$ cat config.mk
export PLATFORM = sky130hd
export DESIGN_NAME = vpr_cell
export DESIGN_NICKNAME = d
export VERILOG_FILES = /design/src/vpr_pkg.sv /design/src/vpr_cell.sv
export SDC_FILE = /design/constraint.sdc
export NUM_CORES = 1
export LEC_CHECK = 0
export ABC_CLOCK_PERIOD_IN_PS = 2900
export BUFFER_PORTS_ARGS = -buffer_cell sky130_fd_sc_hd__buf_2
export CAP_MARGIN = 20
export CORE_UTILIZATION = 50
export CTS_CLUSTER_SIZE = 14
export DETAILED_ROUTE_END_ITERATION = 8
export GPL_TIMING_DRIVEN = 0
export PLACE_DENSITY = 0.78
export SLEW_MARGIN = 0
export SYNTH_ARGS = -nofsm -noshare
export SYNTH_HDL_FRONTEND = slang
export SYNTH_SLANG_ARGS = --single-unit
$ cat constraint.sdc
create_clock -name i_clk -period 2.9 [get_ports i_clk]
set_input_delay 0.725 -clock i_clk [delete_from_list [all_inputs] [get_ports i_clk]]
set_output_delay 0.725 -clock i_clk [all_outputs]
set_load 0.03 [all_outputs]
$ cat src/vpr_pkg.sv
// ----------------------------------------------------------------------------
// vpr_pkg
// Shared types and constants of the vector polar/rotate unit: operation codes,
// CORDIC arctangent table in turn units, inverse gain and stage control type.
// ----------------------------------------------------------------------------
package vpr_pkg;

    localparam logic [1:0] FUNC_TO_POLAR   = 2'd0;
    localparam logic [1:0] FUNC_FROM_POLAR = 2'd1;
    localparam logic [1:0] FUNC_ROTATE     = 2'd2;

    localparam int GUARD   = 2;
    localparam int TURN_W  = 32;
    localparam int GAIN_W  = 31;

    // 1/K of the CORDIC, Q0.31
    localparam logic [GAIN_W-1:0] INV_GAIN = 31'd1304065748;

    localparam logic [TURN_W-1:0] TURN_HALF = 32'h8000_0000;

    // atan(2^-i) as a fraction of a full turn
    localparam logic [TURN_W-1:0] ATAN_TURN [32] = '{
        32'h20000000, 32'h12E4051E, 32'h09FB385B, 32'h051111D4, 32'h028B0D43,
        32'h0145D7E1, 32'h00A2F61E, 32'h00517C55, 32'h0028BE53, 32'h00145F2F,
        32'h000A2F98, 32'h000517CC, 32'h00028BE6, 32'h000145F3, 32'h0000A2FA,
        32'h0000517D, 32'h000028BE, 32'h0000145F, 32'h00000A30, 32'h00000518,
        32'h0000028C, 32'h00000146, 32'h000000A3, 32'h00000051, 32'h00000029,
        32'h00000014, 32'h0000000A, 32'h00000005, 32'h00000003, 32'h00000001,
        32'h00000001, 32'h00000000
    };

    typedef struct packed {
        logic valid;
        logic vec;     // vectoring (to-polar) item
    } t_ctl;

endpackage

$ cat src/vpr_cell.sv
// ----------------------------------------------------------------------------
// vpr_cell
// One CORDIC micro-rotation stage, rotation or vectoring mode per item.
// ----------------------------------------------------------------------------
module vpr_cell #(
    parameter int DATA_W = 37,
    parameter int SIDE_W = 8,
    parameter int STAGE  = 0
) (
    input  logic                        i_clk,
    input  logic                        i_rst_n,
    input  logic                        i_en,
    input  vpr_pkg::t_ctl               i_ctl,
    input  logic signed [DATA_W-1:0]    i_x,
    input  logic signed [DATA_W-1:0]    i_y,
    input  logic [vpr_pkg::TURN_W-1:0]  i_z,
    input  logic [SIDE_W-1:0]           i_side,
    output vpr_pkg::t_ctl               o_ctl,
    output logic signed [DATA_W-1:0]    o_x,
    output logic signed [DATA_W-1:0]    o_y,
    output logic [vpr_pkg::TURN_W-1:0]  o_z,
    output logic [SIDE_W-1:0]           o_side
);

    localparam logic [vpr_pkg::TURN_W-1:0] ATAN = vpr_pkg::ATAN_TURN[STAGE];

    vpr_pkg::t_ctl                r_ctl;
    logic signed [DATA_W-1:0]     r_x, r_y;
    logic [vpr_pkg::TURN_W-1:0]   r_z;
    logic [SIDE_W-1:0]            r_side;

    logic signed [DATA_W-1:0]     w_dx, w_dy;
    logic                         w_sub;
    logic signed [DATA_W-1:0]     n_x, n_y;
    logic [vpr_pkg::TURN_W-1:0]   n_z;

    always_comb begin
        w_dx  = i_y >>> STAGE;
        w_dy  = i_x >>> STAGE;
        // turn toward negative angle: z below zero, or y at or above the axis
        w_sub = i_ctl.vec ? ~i_y[DATA_W-1] : i_z[vpr_pkg::TURN_W-1];
        if (w_sub) begin
            n_x = i_x + w_dx;
            n_y = i_y - w_dy;
            n_z = i_z + ATAN;
        end else begin
            n_x = i_x - w_dx;
            n_y = i_y + w_dy;
            n_z = i_z - ATAN;
        end
    end

    always_ff @(posedge i_clk) begin
        if (!i_rst_n) begin
            r_ctl <= '0;
        end else if (i_en) begin
            r_ctl <= i_ctl;
        end
    end

    always_ff @(posedge i_clk) begin
        if (i_en) begin
            r_x    <= n_x;
            r_y    <= n_y;
            r_z    <= n_z;
            r_side <= i_side;
        end
    end

    assign o_ctl  = r_ctl;
    assign o_x    = r_x;
    assign o_y    = r_y;
    assign o_z    = r_z;
    assign o_side = r_side;

endmodule

## Yosys cells after proc, flatten, opt, wreduce, memory -nomap -nowiden

Index checks and enable logic that the tools add are counted.

- Flip-flop bits (word level): 116
- Bits in latches: 0
- RAM bits: 0
- ROM bits: 0
- Logic and storage cells: 16
- Memories: 0

- Add/subtract/negate cells: 5
- $mul: 0
- Div/mod/pow operators: 0
- $lt $le $gt $ge: 0
- Equality and inequality tests: 0
- Shifts and indexed selects: 0
- Multiplexer cells: 4
- Bitwise operators: 1
- Reduce and logical (&&, ||, !) cells: 0

Operator list:

| kind | number |
|---|---|
| $mux W37 | 2 |
| $sub A37 B37 Y37 | 2 |
| $add A37 B37 Y37 | 1 |
| $add A32 B30 Y32 const B | 1 |
| $mux W32 | 1 |
| $sub A32 B30 Y32 const B | 1 |
| $mux W1 | 1 |
| $not A1 Y1 | 1 |

## Depth between registers and ports, before layout

- Depth after elaboration: 3
- Mapped depth: 12

## Least setup slack after synthesis

Ideal clock, no wire load.

- Path type: in2reg
- Start: input i_x[11]
- End: register r_y[32] (netlist: o_y[32]) (data pin)
- Setup time: 258 ps
- Arrival time: 2,787 ps
- Path slack: -145 ps
- Stages: 12
- Cells stage by stage: inv_1 ha_1 buf_2 nor2b_1 or4_4 a21oi_2 o211ai_2 a21oi_4 o21bai_4 o21bai_1 mux2i_1 xnor2_1

- Longest elaborated chain between the ends: 2

Ends and longest elaborated chain:

| what | RTL line | source |
|---|---|---|
| start, declared | vpr_cell.sv:14 | `input logic signed [DATA_W-1:0] i_x,` |
| $add A37 B37 Y37 / $sub A37 B37 Y37 (equally long branches) | vpr_cell.sv:48, vpr_cell.sv:44 |  |
| $mux W37 * | vpr_cell.sv:42 | `if (w_sub) begin` |
| named net n_y[32] | vpr_cell.sv:34 | `logic signed [DATA_W-1:0] n_x, n_y;` |
| end signal, assigned | vpr_cell.sv:64 | `r_y <= n_y;` |
| end, declared | vpr_cell.sv:28 | `logic signed [DATA_W-1:0] r_x, r_y;` |

Mark *: on every way through the listed nets, which the timed path passes. The rest lies on a longest branch.
A chain may end at the register's enable or synchronous reset.

## Final worst setup path

- Start: input i_y[0]
- End: register r_x[30] (netlist: o_x[30]) (data pin)

- Longest elaborated chain between the ends: 2

Ends and longest elaborated chain:

| what | RTL line | source |
|---|---|---|
| start, declared | vpr_cell.sv:15 | `input logic signed [DATA_W-1:0] i_y,` |
| $sub A37 B37 Y37 / $add A37 B37 Y37 (equally long branches) | vpr_cell.sv:47, vpr_cell.sv:43 |  |
| $mux W37 * | vpr_cell.sv:42 |  |
| named net n_x[30] | vpr_cell.sv:34 |  |
| end signal, assigned | vpr_cell.sv:63 | `r_x <= n_x;` |
| end, declared | vpr_cell.sv:28 |  |

Marks and branches as above.

==> PnR_summary.wiki <==
{| class="wikitable"
! Metric !! Value
|-
| Result of the run || complete, but fails checks
|-
| Violations in the final reports || negative setup slack
|-
| Clock buffers created by TritonCTS || 17
|-
| Net Count, Synth || 1383
|-
| Number of nets with antenna violations after routing || 0
|-
| Total Die Area || 20900 µm²
|-
| Maximum operating frequency || 332 MHz
|-
| Final weighted congestion in routability-driven placement || 1.01
|-
| Total length of routed wires || 37400 µm
|-
| Area of the core || 19700 µm²
|-
| FFs w/ async S/R, synth || 0%
|-
| Number of enable flip-flop cells after synthesis || 113
|-
| Average footprint of a synthesized cell || 8.86 µm²
|-
| Final period demand of the worst path || 3.02 ns
|-
| Post-synthesis instance area || 10100 µm²
|-
| # diodes || 0
|-
| Post-synthesis cell type with the largest combined area || sky130_fd_sc_hd__edfxtp_1
|-
| LEAKAGE || 6.19 nW
|-
| Final Instance Area || 14200 µm²
|-
| # placed instances || 1645
|-
| Number of instances in the synthesized netlist || 1145
|-
| Total Negative Setup Slacks || -0.879 ns
|-
| Cell-by-cell listing of the critical path || buf_8 -> ha_4 -> fa_2 -> nor2b_4 -> o211ai_1 -> a21oi_4 -> o211ai_4 -> a21oi_4 -> o21bai_4 -> o21bai_4 -> a221oi_2 -> xnor2_1
|-
| Setup ws final || -0.115 ns
|-
| Clock transition at path regs || 0.06 ns
|-
| Worst Path Class, Setup || in -> reg
|-
| Port Buf Inserts || 234
|-
| DP HPWL || 26600 µm
|-
| Maximum fanout along the worst path || 4
|-
| Maximum clock path buffer count || 2
|-
| Post-route DRC || 0
|-
| Via count of the routed design || 10800
|-
| Sequential cell area fraction in the yosys report || 33.8%
|-
| Count of non-filler cells in the finished layout || 1750
|-
| Cell area power density || 535 nW/µm²
|-
| Number of flip-flops and latches in the synthesized netlist || 115
|-
| Router iterations before antenna repair || 6
|-
| Slew margin rel. || 26.0%
|-
| Number of distinct standard cells referenced by the synthesized netlist || 80
|-
| Worst-Margin Slew || 1.11 ns
|-
| Primary FF master, synth || sky130_fd_sc_hd__edfxtp_1
|-
| Warning count from the yosys run || 0
|-
| Number of DRC markers in iteration 0 || 1252
|-
| Via density per instance || 6.15
|-
| WP data required || 3.05 ns
|-
| Share of post-route cells with drive strength above 1 || 36.8%
|-
| Critical path data arrival time || 3.17 ns
|-
| Boundary pin count || 235
|-
| Max-cap violations || 0
|-
| Area Growth Syn to Fin || 40.3%
|-
| Root cell of the clock tree || sky130_fd_sc_hd__clkbuf_16
|-
| Critical path endpoint category || register
|-
| Latest clock arrival within the worst-skew pair || 0.42 ns
|-
| Kind of path behind the tightest hold check || in -> reg
|-
| First-pass GRT wire length || 53500 µm
|-
| Delay contributed by the slowest stage of the critical path || 0.35 ns
|-
| Vias in the first global route || 9858
|-
| All-layer global routing usage || 34.1%
|-
| Vertical extent of the die || 144 µm
|-
| Max rail drop VDD || 0.318 mV
|-
| CTS H-Tree Depth || 4
|-
| Overall overflow remaining after global route || 0
|-
| Nature of the critical path startpoint || input pin
|-
| Routed length per placed instance || 21.4 µm
|-
| Final period utilization || 104%
|-
| Share of the synthesized area in the top cell type || 33.4%
|-
| Top-count cell post-synth || sky130_fd_sc_hd__a21oi_1
|-
| Starting Density || 51.6%
|-
| Top cells by area in the synthesized netlist || sky130_fd_sc_hd__edfxtp_1, sky130_fd_sc_hd__ha_1, sky130_fd_sc_hd__a21oi_1
|-
| Net count reported at finish || 1710
|-
| Placement-stage worst setup slack || -1.00 ns
|-
| Most frequent cells after synthesis || sky130_fd_sc_hd__a21oi_1, sky130_fd_sc_hd__ha_1, sky130_fd_sc_hd__edfxtp_1, sky130_fd_sc_hd__inv_1, sky130_fd_sc_hd__nor2_1
|-
| Number of antenna violations at the first check in global routing || 0
|-
| CTS sink cnt || 115
|-
| Final hold vios || 0
|-
| Final setup viols || 24
|-
| Width of the chip || 144 µm
|-
| Pin count of the biggest net entering global routing || 78
|-
| Final setup skew || 0 ns
|-
| RSZ-0062 raised after global routing || yes
|-
| CP max stage cell || sky130_fd_sc_hd__fa_2
|-
| Post-DP Area || 11900 µm²
|-
| Final slew viol count || 0
|-
| Number of cell rows || 51
|-
| Clock tree from TritonCTS || done
|}
==> layout by cell type, fill, tap and decap left out, drive strengths merged, types with 5 or more instances in the layout <==
master / n
a211oi: 12
a21o: 22
a21oi: 126
a31oi: 10
buf: 336
clkbuf: 40
edfxtp: 113
ha: 115
inv: 113
mux2i: 18
nand2: 69
nand2b: 8
nand3: 15
nand3b: 5
nand4: 15
nor2: 104
nor2b: 20
nor3: 27
nor4: 9
o211ai: 9
o21a: 15
o21ai: 91
o21bai: 18
o311ai: 7
o31ai: 9
or3: 5
xnor2: 66
xor2: 7
==> cell families after synthesis <==
kind of cell | count (synthesis) | synth area share [%]
AO/OA/AOI/OAI | 365 | 23.2
multiplexers | 18 | 1.78
adder cells (fa/ha/maj) | 119 | 15.0
AND/OR/NAND/NOR | 295 | 13.7
buffers and inverters | 160 | 6.22
XOR/XNOR | 73 | 6.30
flip-flops | 115 | 33.8
==> area by class of cell <==
cell class                 instances  area (µm²)
tap                              265         332
multi-input combinational        870        7190
sequential                       115        3430
timing repair buffer             312        1910
clock inverter                    13         174
clock buffer                      19         453
fill                            1495        5420
inverter                         111         445
buffer                            45         297
==> sequential cells by signal (all words and copies together) (netlist names) <==
| register | cells |
|---|---|
| o_side | 8 |
| o_z | 32 |
| o_ctl | 2 |
| o_y | 36 |
| o_x | 37 |
==> worst paths after layout <==
| kind | start | endpoint | slack, ns | depth (start not counted) |
|---|---|---|---|---|
| worst max register to register | o_ctl[0] | o_ctl[0] | 2.31 | 2 |
| worst min register to register | o_ctl[1] | o_ctl[1] | 0.52 | 2 |
| worst min-delay path | i_z[27] | o_z[27] | 0.47 | 1 |
| worst max-delay path | i_y[0] | o_x[30] | -0.12 | 12 |
==> routing by layer <==
layer,up-vias,wire length [µm],track usage (%)
met5,-,0,0
met4,0,1730,14.3
met3,180,4190,6.46
met2,832,16800,54.1
met1,5008,14700,45.2
li1,4743,-,-
==> critical path, delay by kind of cell <==
family,cells,cell delay (ns)
buffers and inverters,1,0.11
adder cells (fa/ha/maj),2,0.51
XOR/XNOR,1,0.17
AO/OA/AOI/OAI,7,1.51
AND/OR/NAND/NOR,1,0.14
==> report_power, final <==
part	internal, mW	switching (mW)	total, mW
logic	1.12	2.02	3.13
clock network	1.41	0.868	2.28
registers	2.15	0.0554	2.20
==> stage by stage <==
stage	util [%]	hold WS, ns	power, mW
after floorplan	-	0.640	3.98
after global placement	60.4	0.500	4.78
after detailed placement	60.5	0.502	4.80
after CTS	68.0	0.470	7.30
after global routing	72.4	0.470	7.87
final	72.4	0.475	7.62
==> repair_timing <==
action / in CTS / in global routing
setup endpoints to repair: 46 / 46
hold buffers: 0 / 0
buffers inserted: 33 / 44
resized for setup: 129 / 147
pin swaps: 49 / 71
No activity file was read; power rests on OpenSTA's default activity.
