[src/vpr_pkg.sv]
// ----------------------------------------------------------------------------
// vpr_pkg
// Shared types and constants of the vector polar/rotate unit: operation codes,
// CORDIC arctangent table in turn units, inverse gain and stage control type.
// ----------------------------------------------------------------------------
package vpr_pkg;

    localparam logic [1:0] FUNC_TO_POLAR   = 2'd0;
    localparam logic [1:0] FUNC_FROM_POLAR = 2'd1;
    localparam logic [1:0] FUNC_ROTATE     = 2'd2;

    localparam int GUARD   = 2;
    localparam int TURN_W  = 32;
    localparam int GAIN_W  = 31;

    // 1/K of the CORDIC, Q0.31
    localparam logic [GAIN_W-1:0] INV_GAIN = 31'd1304065748;

    localparam logic [TURN_W-1:0] TURN_HALF = 32'h8000_0000;

    // atan(2^-i) as a fraction of a full turn
    localparam logic [TURN_W-1:0] ATAN_TURN [32] = '{
        32'h20000000, 32'h12E4051E, 32'h09FB385B, 32'h051111D4, 32'h028B0D43,
        32'h0145D7E1, 32'h00A2F61E, 32'h00517C55, 32'h0028BE53, 32'h00145F2F,
        32'h000A2F98, 32'h000517CC, 32'h00028BE6, 32'h000145F3, 32'h0000A2FA,
        32'h0000517D, 32'h000028BE, 32'h0000145F, 32'h00000A30, 32'h00000518,
        32'h0000028C, 32'h00000146, 32'h000000A3, 32'h00000051, 32'h00000029,
        32'h00000014, 32'h0000000A, 32'h00000005, 32'h00000003, 32'h00000001,
        32'h00000001, 32'h00000000
    };

    typedef struct packed {
        logic valid;
        logic vec;     // vectoring (to-polar) item
    } t_ctl;

endpackage

[src/vpr_gain.sv]
// ----------------------------------------------------------------------------
// vpr_gain
// Three-stage inverse CORDIC gain scaler for an x/y pair, round half away
// from zero, with a bypass path selected per item.
// ----------------------------------------------------------------------------
module vpr_gain #(
    parameter int DATA_W    = 37,
    parameter int SIDE_W    = 8,
    parameter bit SCALE_VEC = 1'b0
) (
    input  logic                     i_clk,
    input  logic                     i_rst_n,
    input  logic                     i_en,
    input  vpr_pkg::t_ctl            i_ctl,
    input  logic signed [DATA_W-1:0] i_x,
    input  logic signed [DATA_W-1:0] i_y,
    input  logic [SIDE_W-1:0]        i_side,
    output vpr_pkg::t_ctl            o_ctl,
    output logic signed [DATA_W-1:0] o_x,
    output logic signed [DATA_W-1:0] o_y,
    output logic [SIDE_W-1:0]        o_side
);

    localparam int HI_W  = (DATA_W > 32) ? DATA_W - 32 : 1;
    localparam int PAD_W = HI_W + 32;
    localparam int PHI_W = HI_W + vpr_pkg::GAIN_W;
    localparam int PLO_W = 32 + vpr_pkg::GAIN_W;
    localparam int SUM_W = PAD_W + 2;
    localparam logic [PLO_W-1:0] ROUND_LO = PLO_W'(1) << (vpr_pkg::GAIN_W - 1);

    logic signed [DATA_W-1:0] w_in [2];

    vpr_pkg::t_ctl            r_s1_ctl, r_s2_ctl, r_s3_ctl;
    logic                     r_s1_byp, r_s2_byp;
    logic                     r_s1_neg [2];
    logic                     r_s2_neg [2];
    logic [DATA_W-1:0]        r_s1_mag [2];
    logic signed [DATA_W-1:0] r_s1_raw [2];
    logic signed [DATA_W-1:0] r_s2_raw [2];
    logic [PHI_W-1:0]         r_s2_phi [2];
    logic [PLO_W-1:0]         r_s2_plo [2];
    logic signed [DATA_W-1:0] r_s3_out [2];
    logic [SIDE_W-1:0]        r_s1_side, r_s2_side, r_s3_side;

    logic [PAD_W-1:0]         w_pad [2];
    logic [SUM_W-1:0]         w_sum [2];
    logic [DATA_W-1:0]        w_mag [2];
    logic signed [DATA_W-1:0] n_s3_out [2];

    assign w_in[0] = i_x;
    assign w_in[1] = i_y;

    always_comb begin
        for (int l = 0; l < 2; l++) begin
            w_pad[l]    = PAD_W'(r_s1_mag[l]);
            w_sum[l]    = SUM_W'({r_s2_phi[l], 1'b0})
                        + SUM_W'((r_s2_plo[l] + ROUND_LO) >> vpr_pkg::GAIN_W);
            w_mag[l]    = w_sum[l][DATA_W-1:0];
            n_s3_out[l] = r_s2_byp ? r_s2_raw[l]
                        : (r_s2_neg[l] ? -$signed(w_mag[l]) : $signed(w_mag[l]));
        end
    end

    always_ff @(posedge i_clk) begin
        if (!i_rst_n) begin
            r_s1_ctl <= '0;
            r_s2_ctl <= '0;
            r_s3_ctl <= '0;
        end else if (i_en) begin
            r_s1_ctl <= i_ctl;
            r_s2_ctl <= r_s1_ctl;
            r_s3_ctl <= r_s2_ctl;
        end
    end

    always_ff @(posedge i_clk) begin
        if (i_en) begin
            r_s1_byp  <= (i_ctl.vec != SCALE_VEC);
            r_s2_byp  <= r_s1_byp;
            r_s1_side <= i_side;
            r_s2_side <= r_s1_side;
            r_s3_side <= r_s2_side;
            for (int l = 0; l < 2; l++) begin
                r_s1_neg[l] <= w_in[l][DATA_W-1];
                r_s1_mag[l] <= w_in[l][DATA_W-1] ? DATA_W'(-w_in[l]) : DATA_W'(w_in[l]);
                r_s1_raw[l] <= w_in[l];
                r_s2_neg[l] <= r_s1_neg[l];
                r_s2_raw[l] <= r_s1_raw[l];
                r_s2_phi[l] <= PHI_W'(w_pad[l][PAD_W-1:32]) * PHI_W'(vpr_pkg::INV_GAIN);
                r_s2_plo[l] <= PLO_W'(w_pad[l][31:0]) * PLO_W'(vpr_pkg::INV_GAIN);
                r_s3_out[l] <= n_s3_out[l];
            end
        end
    end

    assign o_ctl  = r_s3_ctl;
    assign o_x    = r_s3_out[0];
    assign o_y    = r_s3_out[1];
    assign o_side = r_s3_side;

endmodule

[config.mk]
export PLATFORM = sky130hd
export DESIGN_NAME = vpr_gain
export DESIGN_NICKNAME = d
export VERILOG_FILES = /design/src/vpr_pkg.sv /design/src/vpr_gain.sv
export SDC_FILE = /design/constraint.sdc
export NUM_CORES = 2
export LEC_CHECK = 0
export BUFFER_PORTS_ARGS = -buffer_cell sky130_fd_sc_hd__buf_4
export CAP_MARGIN = 20
export CORE_MARGIN = 2
export CORE_UTILIZATION = 40
export CTS_CLUSTER_DIAMETER = 30
export DETAILED_ROUTE_END_ITERATION = 6
export GPL_ROUTABILITY_DRIVEN = 0
export MAX_ROUTING_LAYER = met4
export PLACE_DENSITY = 0.63
export SYNTH_ARGS = -nofsm -noshare
export SYNTH_HDL_FRONTEND = slang
export SYNTH_SLANG_ARGS = --single-unit
[constraint.sdc]
create_clock -name i_clk -period 8.85 [get_ports i_clk]
set_input_delay 1.77 -clock i_clk [delete_from_list [all_inputs] [get_ports i_clk]]
set_output_delay 1.77 -clock i_clk [all_outputs]
set_load 0.01 [all_outputs]
=== After elaboration in Yosys (flattened, before gate mapping) ===
Memories as Yosys holds them, arrays and structs flattened.
Cells that the tools add are included.
Widths: inputs -> output; s select.

* Register bits: 32
* Bits in writable memories: 490
* Bits of input ports: 87
* Logic and storage cells: 39
* Memories kept: 8

{| class="wikitable"
|+ Memories
! name !! depth !! bits a word !! read ports !! clocked after Yosys merged registers in !! write ports !! line !! RTL
|-
| r_s2_plo || 2 || 61 || 2 || 0 || 2 || vpr_gain.sv:41 || <nowiki>logic [PLO_W-1:0] r_s2_plo [2];</nowiki>
|-
| r_s1_mag || 2 || 37 || 2 || 0 || 2 || vpr_gain.sv:37 || <nowiki>logic [DATA_W-1:0] r_s1_mag [2];</nowiki>
|-
| r_s1_raw || 2 || 37 || 2 || 0 || 2 || vpr_gain.sv:38 || <nowiki>logic signed [DATA_W-1:0] r_s1_raw [2];</nowiki>
|-
| r_s2_raw || 2 || 37 || 2 || 0 || 2 || vpr_gain.sv:39 || <nowiki>logic signed [DATA_W-1:0] r_s2_raw [2];</nowiki>
|-
| r_s3_out || 2 || 37 || 2 || 0 || 2 || vpr_gain.sv:42 || <nowiki>logic signed [DATA_W-1:0] r_s3_out [2];</nowiki>
|-
| r_s2_phi || 2 || 34 || 2 || 0 || 2 || vpr_gain.sv:40 || <nowiki>logic [PHI_W-1:0] r_s2_phi [2];</nowiki>
|-
| 2 more memories || -- || -- || -- || -- || -- || -- ||
|}

* Add/subtract/negate cells: 8
* Multiply operators: 4
* Multiplexer cells: 8

{| class="wikitable"
|+ Operators by type and width
! kind !! count
|-
| $mux 37 || 6
|-
| $neg 37->37 || 4
|-
| $add 63x31->63 const B || 2
|-
| $mul 32x29->61 const B || 2
|-
| $add 37x32->37 || 2
|-
| $mul 5x29->34 const B || 2
|-
| $mux 1 || 2
|}

=== Logic depth before layout (Yosys ltp) ===
An unclocked memory read counts as a cell.

* Depth after elaboration: 6
* Mapped depth: 26
* Mapped depth without buffers: 26

=== Worst setup path after synthesis ===
No wires, ideal clock.

* Kind: register to register
* Start: mem r_s1_mag[1][13], in the netlist r_s1_mag[0][50]
* End: mem r_s2_plo[0][120] in the netlist's numbering, data pin
* Library setup time: 0.262 ns
* Arrival time: 7.411 ns
* Path slack: 1.177 ns
* Stages on the path, launching flop included: 27
* Path buffers: 0
* Path through: edfxtp_1 inv_1 fa_1 fa_1 inv_1 fa_1 inv_1 fa_1 inv_1 fa_1 fa_1 fa_1 inv_1 fa_1 inv_1 ha_1 a21o_1 a21o_1 a21oi_1 o21ai_0 nor4_1 nor3_1 o41ai_1 o211ai_1 a31oi_1 o21bai_1 xor2_1

{| class="wikitable"
|+ RTL lines
! element !! line
|-
| start: declaration || vpr_gain.sv:37
|-
| end: declaration || vpr_gain.sv:41
|}

==> reports/results.txt <==
CTS tree: yes
Worst-Margin Slew: 1.22 ns
global-route wire length before repair: 254 mm
clk_skew: 0.0666 ns
synth cell count leaders: inv_1, fa_1, ha_1
FF+latch count, synth: 460
Critical Path Sink Type: flip-flop
worst hold path class: flip-flop to flip-flop
top-count cell post-synth: inv_1
Vias: 41800
global route overflow: 0
setup TNS: 0 ns
vias in the first global route: 44100
Mapped Nets: 7758
Worst slew margin: 17.4%
Post-Syn Area: 0.0621 mm^2
Layout Utilization: 45.0%
die extent in y: 398 um
YS warnings: 0
FF+latch area: 0.0138 mm^2
core area: 0.154 mm^2
Area Overhead vs Synth: 11.6%
initial antenna violation count: 3
crit path DAT: 8.90 ns
async set-reset flop share out of synthesis: 0%
Max-cap violations: 0
number of I/O pins: 171
die width: 398 um
Final setup viols: 0
Post-synth EDFFs: 454
Filler cells: 14300
crit path kind: flip-flop to flip-flop
largest cells by area after synthesis: fa_1, edfxtp_1, ha_1
mean area per synthesized cell: 10.6 um^2
ant diodes: 0
drt pass-1 iters: 5
post-route ant nets: 0
Yosys top cell by area: fa_1
GRT Overall Usage: 21.5%
clock root cell: clkbuf_16
clock sinks: 460
worst skew pair latency: 0.70 ns
wirelength, routed: 162 mm
distinct cell type count after synthesis: 85
crit-path max FO: 7
initial core utilization: 40.3%
Synth top area share: 30.7%
post-route clock period utilization: 96.2%
hpwl dp: 139 mm
Port-buffer cells: 170
# rows: 144
Via-to-Cell Ratio: 5.09
average wire per standard cell: 19.7 um
largest net degree at the start of global routing: 163
filler-free cell count of the finished design: 8205
Placed Instances: 8040
worst path required time: 9.24 ns
Iteration-0 DRC Markers: 2861
Final Hold Vio Count: 0
FMAX: 117 MHz
Worst Setup Start Kind: flip-flop
nets@finish: 8002
layout cell share with drive strength beyond 1: 6.72%
design area: 0.0693 mm^2
DRC: 0
cell count after synthesis: 5843
most used flip-flop cell after synthesis: edfxtp_1
TritonCTS Buffers: 87
status: finished clean
CTS Hold Bufs: 0
Slew Limit Fails: 0
placed cell areas: 0.0660 mm^2
RSZ-0062 raised after global routing: false
Multi-input gate area: 0.0422 mm^2
post-synthesis sequential area ratio: 22.2%
Worst-path clk slew: 0.06 ns
Max clock buf depth: 3
Tmin final: 8.52 ns
H-tree levels: 3
total die area: 0.158 mm^2
[metrics by stage]
stage / setup WS (ns) / hold slack (ns)
2_1_floorplan: 1.18 / 0.400
3_3_place_gp: 0.134 / 0.401
3_5_place_dp: 0.0721 / 0.405
4_1_cts: 0.203 / 0.378
5_1_grt: 0.0730 / 0.404
6_report: 0.334 / 0.389
[placed cells by master, fill, tap and decap left out, types with 10 or more instances in the layout]
cell type,count
o31ai_1,37
bufinv_16,10
nand2_1,251
o21bai_1,22
fa_1,952
nor3_1,59
mux2i_1,11
and4_1,13
a21o_1,120
o21a_1,27
inv_1,1568
buf_4,208
and3_1,41
clkbuf_16,87
a21oi_1,157
o211ai_1,13
inv_6,11
nor2b_1,37
and2_1,16
or4_1,12
or3_1,25
nor2_1,153
a31oi_1,26
inv_8,12
a211oi_1,28
o41ai_1,16
ha_1,876
nand4_1,43
xor2_1,115
or2_2,17
xnor2_1,225
nand2b_1,32
nand3_1,74
nor4_1,26
edfxtp_1,454
o21ai_0,187
[per-layer routing]
layer	GRT usage, %	wire length (um)	part of all wire, %
met2	33.2	73700	45
met1	29.0	71700	44
met4	5.92	4380	2.7
met5	-	0	0
met3	3.95	12200	7.6
[cell type report]
| class | count | area share [%] |
|---|---|---|
| Tap cell | 2044 | 3.69 |
| Multi-Input combinational cell | 3757 | 61.0 |
| Inverter | 1570 | 8.51 |
| Sequential cell | 460 | 19.9 |
| Timing Repair Buffer | 211 | 2.33 |
| Clock inverter | 74 | 1.50 |
| Clock buffer | 89 | 3.17 |
[critical path, stage by stage (launching register included)]
cell and delay (ns):
edfxtp_1 0.61, ha_1 0.44, fa_1 0.51, inv_1 0.06, fa_1 0.53, inv_1 0.05, fa_1 0.41, fa_1 0.47
fa_1 0.51, fa_1 0.49, inv_1 0.05, fa_1 0.48, inv_1 0.05, ha_1 0.29, nand4_1 0.28, nor4_1 0.55
o311ai_0 0.37, a21oi_1 0.34, nor4_1 0.13, nor3_1 0.52, o41ai_4 0.19, buf_4 0.17, o211ai_1 0.22, nand2_1 0.12
o21ai_0 0.23, xnor2_1 0.11
[logic make-up after synthesis]
logic type,after synthesis,share of synthesized area (%)
and+or+nand+nor,839,6.81
buffers and inverters,1626,9.85
DFF,460,22.2
AOI/OAI and AO/OA,736,7.79
muxes,14,0.232
xor gates and xnor gates,340,4.80
adders and majority gates,1828,48.4
[state kept, by name, indices dropped and copies added (netlist names)]
register	flops
r_s2_raw	74
r_s2_ctl	2
o_side	8
r_s1_side	8
r_s1_byp	1
o_ctl	2
r_s2_plo	66
r_s1_ctl	2
r_s2_byp	1
r_s1_mag	74
r_s1_neg	2
r_s2_phi	68
r_s3_out	74
r_s2_side	8
r_s1_raw	70
[worst paths after layout]
check / startpoint / cells after the start / slack (ns) / to
max reg2reg: r_s1_mag[0][51] / 25 / 0.33 / r_s2_plo[0][121]
min reg2reg: r_s1_raw[0][15] / 0 / 0.39 / r_s2_raw[0][15]
max: r_s1_mag[0][51] / 25 / 0.33 / r_s2_plo[0][121]
min: r_s1_raw[0][15] / 0 / 0.39 / r_s2_raw[0][15]
[timing repair]
action | 4_1_cts | 5_1_grt
resized for setup | 1 | 2
cloned | 0 | 0
setup endpoints to repair | 1 | 4
setup buffers | 0 | 2
endpoints found under the hold margin | 0 | 0
Power is left out: the tool's default activity adds up to more than one toggle a clock period on the data nets, which glitch-free logic cannot reach.
